File: src/hw/rtl/indexed_sequence_store_defines.svh
// Assertion macros shared by the indexed sequence store RTL.
`ifndef INDEXED_SEQUENCE_STORE_DEFINES_SVH
`define INDEXED_SEQUENCE_STORE_DEFINES_SVH

// A condition that must hold at every clock edge outside reset.
`define ISS_ASSERT_HOLDS(label, clk, rst_n, cond) \
    label: assert property (@(posedge clk) disable iff (!rst_n) (cond)) \
        else $error("%m: assertion failed");

// A condition that must be followed in the next cycle by another.
`define ISS_ASSERT_NEXT(label, clk, rst_n, ante, cons) \
    label: assert property (@(posedge clk) disable iff (!rst_n) (ante) |=> (cons)) \
        else $error("%m: assertion failed");

`endif

File: src/hw/rtl/iss_pkg.sv
// Types, constants and command codes of the indexed sequence store.
package iss_pkg;

    localparam int CAPACITY = 256;
    localparam int DATA_W   = 32;
    localparam int POS_W    = 8;
    localparam int CMD_W    = 3;
    localparam int CNT_W    = $clog2(CAPACITY + 1);
    localparam int CMP_W    = (CNT_W > POS_W) ? CNT_W : POS_W;

    localparam logic [CMD_W-1:0] CMD_APPEND = 3'd0;
    localparam logic [CMD_W-1:0] CMD_INSERT = 3'd1;
    localparam logic [CMD_W-1:0] CMD_REMOVE = 3'd2;
    localparam logic [CMD_W-1:0] CMD_GET    = 3'd3;
    localparam logic [CMD_W-1:0] CMD_CLEAR  = 3'd4;

    typedef struct packed {
        logic              app;
        logic              ins;
        logic              rem;
        logic              get;
        logic [CMP_W-1:0]  pos;
        logic [CMP_W-1:0]  count;
        logic [DATA_W-1:0] value;
    } t_bcast;

endpackage

File: src/hw/rtl/iss_cell.sv
// One storage cell of the sequence row, shifting with its neighbours.
module iss_cell (
    input  logic                       i_clk,
    input  iss_pkg::t_bcast            i_bc,
    input  logic [iss_pkg::CMP_W-1:0]  i_index,
    input  logic [iss_pkg::DATA_W-1:0] i_left,
    input  logic [iss_pkg::DATA_W-1:0] i_right,
    output logic [iss_pkg::DATA_W-1:0] o_data,
    output logic [iss_pkg::DATA_W-1:0] o_rd
);
    import iss_pkg::*;

    logic [DATA_W-1:0] r_data;
    logic [DATA_W-1:0] n_data;

    always_comb begin
        n_data = r_data;
        if (i_bc.app && i_index == i_bc.count) begin
            n_data = i_bc.value;
        end else if (i_bc.ins && i_index == i_bc.pos) begin
            n_data = i_bc.value;
        end else if (i_bc.ins && i_index > i_bc.pos) begin
            n_data = i_left;
        end else if (i_bc.rem && i_index >= i_bc.pos) begin
            n_data = i_right;
        end
    end

    always_ff @(posedge i_clk) begin
        r_data <= n_data;
    end

    assign o_data = r_data;
    assign o_rd   = (i_bc.get && i_index == i_bc.pos) ? r_data : '0;

endmodule

File: config.mk
export PLATFORM = sky130hd
export DESIGN_NAME = iss_cell
export DESIGN_NICKNAME = d
export VERILOG_FILES = /design/src/hw/rtl/indexed_sequence_store_defines.svh /design/src/hw/rtl/iss_pkg.sv /design/src/hw/rtl/iss_cell.sv
export SDC_FILE = /design/constraint.sdc
export NUM_CORES = 1
export LEC_CHECK = 0
export ABC_CLOCK_PERIOD_IN_PS = 2500
export BUFFER_PORTS_ARGS = -buffer_cell sky130_fd_sc_hd__buf_2
export CAP_MARGIN = 20
export CORE_MARGIN = 4
export CORE_UTILIZATION = 36
export CTS_CLUSTER_DIAMETER = 100
export DETAILED_ROUTE_END_ITERATION = 8
export PLACE_DENSITY = 0.78
export SLEW_MARGIN = 20
export SYNTH_ARGS = -nofsm -noshare
export SYNTH_HDL_FRONTEND = slang
export SYNTH_SLANG_ARGS = --single-unit
export TNS_END_PERCENT = 5
File: constraint.sdc
create_clock -name i_clk -period 2.5 [get_ports i_clk]
set_input_delay 0.25 -clock i_clk [delete_from_list [all_inputs] [get_ports i_clk]]
set_output_delay 0.25 -clock i_clk [all_outputs]
set_load 0.02 [all_outputs]
==> results.json <==
{
  "grtUsageTotal": 0.188,
  "cts_resized": 0,
  "p_leak_nw": 1.81,
  "netlist_area_mm2": 0.00239,
  "ys.flop_type": "edfxtp_1",
  "htree_num_levels": 2,
  "hold_path.class": "in2reg",
  "tritoncts": "yes",
  "synth_edf_count": 32,
  "cp-start-kind": "input pin",
  "layout_common_cells": "191 x buf_2, 34 x o21ai_0, 33 x nor2_1, 33 x and3_1",
  "vias": 2879,
  "finalSetupViolCount": 0,
  "fill_cells": 603,
  "port_buffers": 191,
  "critPathCaptureType": "output pin",
  "yosys.area.top_type": "edfxtp_1",
  "drv_cap": 0,
  "tightest_slew_ps": 446,
  "worstSetupPathType": "in2out",
  "maxSlewViolCount": 0,
  "period_needed_ps": 2030,
  "max-slew-margin-rel": 0.702,
  "layout_commonest_cell": "buf_2",
  "intPower_mw": 1.09,
  "die_w_um": 89.5,
  "cp.required_ps": 2250,
  "power_frac_clock": 0.229,
  "floorplan.die.height_um": 89.5,
  "drive_gt1_frac": 0.480,
  "grt_first_pass_wirelength_um": 11800,
  "vdd.ir_drop.worst_mv": 0.251,
  "place.detailed.hpwl_um": 6560,
  "synth.distinct_cells": 27,
  "report.final.hold_viol_count": 0,
  "initial_core_util": 0.374,
  "largest_register_ff_count": 32,
  "cts_setup_buffers": 0,
  "ys_ff_latch": 32,
  "async_reset_ff_frac": 0,
  "synth.avg_cell_area_um2": 8.85,
  "clock.fmax_mhz": 493,
  "finalSetupTns_ps": 0,
  "worstPathMaxFanout": 14,
  "worstHoldEndpoint": "o_data[22]",
  "status": "finished, final reports clean",
  "hold_path_startpoint": "i_bc[22]",
  "p_per_area_mw_per_mm2": 466,
  "drc": 0,
  "holdPathStages": 3,
  "rsz0062_at_grt": "no",
  "pwr-share-seq": 0.452,
  "yosys-top-cells-area": "edfxtp_1 40%, and3_1 8.6%, a31oi_1 8.4%, nand4_1 8.4%, o21ai_0 7.1%",
  "area_delta_synth_final_pct": 46.5,
  "cts_buffers": 5,
  "clkSinkCount": 32,
  "core_mm2": 0.00639,
  "grt_pass1_vias": 2573,
  "drt_iter0_markers": 144,
  "routed_via_density": 5.42,
  "switching_share": 0.329,
  "cts_hold_buf": 0,
  "overflow": 0,
  "first_pass_iters": 5,
  "ioPinCount": 192,
  "grt_max_degree": 37,
  "clock_path_buffers": 2,
  "pre_cts_ws_ps": 209,
  "diodes": 0,
  "wire_per_inst_um": 15.8,
  "clkSlewWorstSetupHoldPaths_ps": 60,
  "syn_nets": 407,
  "worst_slack_ps": 473,
  "nets": 591,
  "arrival_ps": 1780,
  "drt_wl_total_um": 8380,
  "yosys_warnings": 0,
  "die_area_mm2": 0.00801,
  "place_congestion": 0.796,
  "yosysSeqAreaShare": 0.402,
  "cts_root_buffer": "clkbuf_8",
  "p_switching_mw": 0.537,
  "num_rows": 29,
  "finalCritPeriodShare": 0.811,
  "postSynthCellCount": 270,
  "grt_antenna_before_repair": 0,
  "power_frac_comb": 0.319,
  "antenna_left": 0,
  "synth_top_area_frac": 0.402
}
[kinds of logic after synthesis]
logic type	share of synthesized area
xor+xnor	0.0330
buf+inv	0.0702
flops	0.402
fa+ha+maj	0.0471
simple gates	0.255
compound gates	0.193
[Yosys cell counts, types with 2 or more instances]
| cell | n |
|---|---|
| o21ai_0 | 34 |
| and3_1 | 33 |
| nor2_1 | 33 |
| a31oi_1 | 32 |
| edfxtp_1 | 32 |
| nand4_1 | 32 |
| clkbuf_1 | 17 |
| ha_1 | 9 |
| inv_1 | 9 |
| buf_2 | 8 |
| xor2_1 | 8 |
| buf_4 | 4 |
| nand2_1 | 3 |
| a21oi_1 | 2 |
| nand3_1 | 2 |
[layer usage]
| layer | track usage | routed length (µm) | vias up |
|---|---|---|---|
| li1 | - | - | 1404 |
| met2 | 0.346 | 4230 | 154 |
| met1 | 0.223 | 3210 | 1311 |
| met3 | 0.0323 | 820 | 10 |
| met4 | 0.0568 | 118 | 0 |
| met5 | 0 | 0 | - |
[critical path: stages]
cell and delay [ps]:
buf_2 110, ha_1 290, and4_4 270, and3_1 270
buf_4 230, and3_1 180, buf_2 160
[through the flow]
stage / hold slack, ps / total power [mW] / util / instance area [µm²] / cells
global route: 322 / 1.73 / 0.548 / 3500 / 531
finish: 321 / 1.63 / 0.548 / 3500 / 531
detailed placement: 598 / 1.27 / 0.536 / 3420 / 524
global placement: 598 / 1.26 / 0.536 / 3420 / 524
CTS: 311 / 1.64 / 0.548 / 3500 / 531
floorplan: 504 / 1.03 / - / 2390 / 270
[power by group through the flow]
| stage | Sequential [mW] | Combinational (mW) | Clock (mW) |
|---|---|---|---|
| after detailed placement | 0.748 | 0.524 | 0 |
| final | 0.737 | 0.521 | 0.373 |
| after CTS | 0.737 | 0.525 | 0.381 |
| after global placement | 0.744 | 0.514 | 0 |
| after floorplan | 0.846 | 0.185 | 0 |
| after global routing | 0.745 | 0.571 | 0.410 |
[cell type report]
type                    count  area (µm²)  share of cell area
multi-input cells         200        1260               0.361
well taps                  77        96.3              0.0275
inverters                   9        33.8             0.00965
repair buffers            206        1070               0.305
clock buffers               6        72.6              0.0207
clock inverters             1        5.00             0.00143
flip-flops and latches     32         961               0.274
[how the worst max path moves through the flow]
stage / from / endpoint / slack, ps / depth (start not counted)
after global placement: i_bc[43] / o_data[0] / 280 / 9
final: i_index[7] / o_rd[8] / 470 / 7
after floorplan: i_bc[43] / o_data[0] / 40 / 8
after CTS: i_index[7] / o_rd[8] / 470 / 7
after detailed placement: i_bc[43] / o_data[0] / 210 / 9
after global routing: i_index[4] / o_rd[13] / 370 / 7
Note: power is estimated with default switching activity, not from simulation.
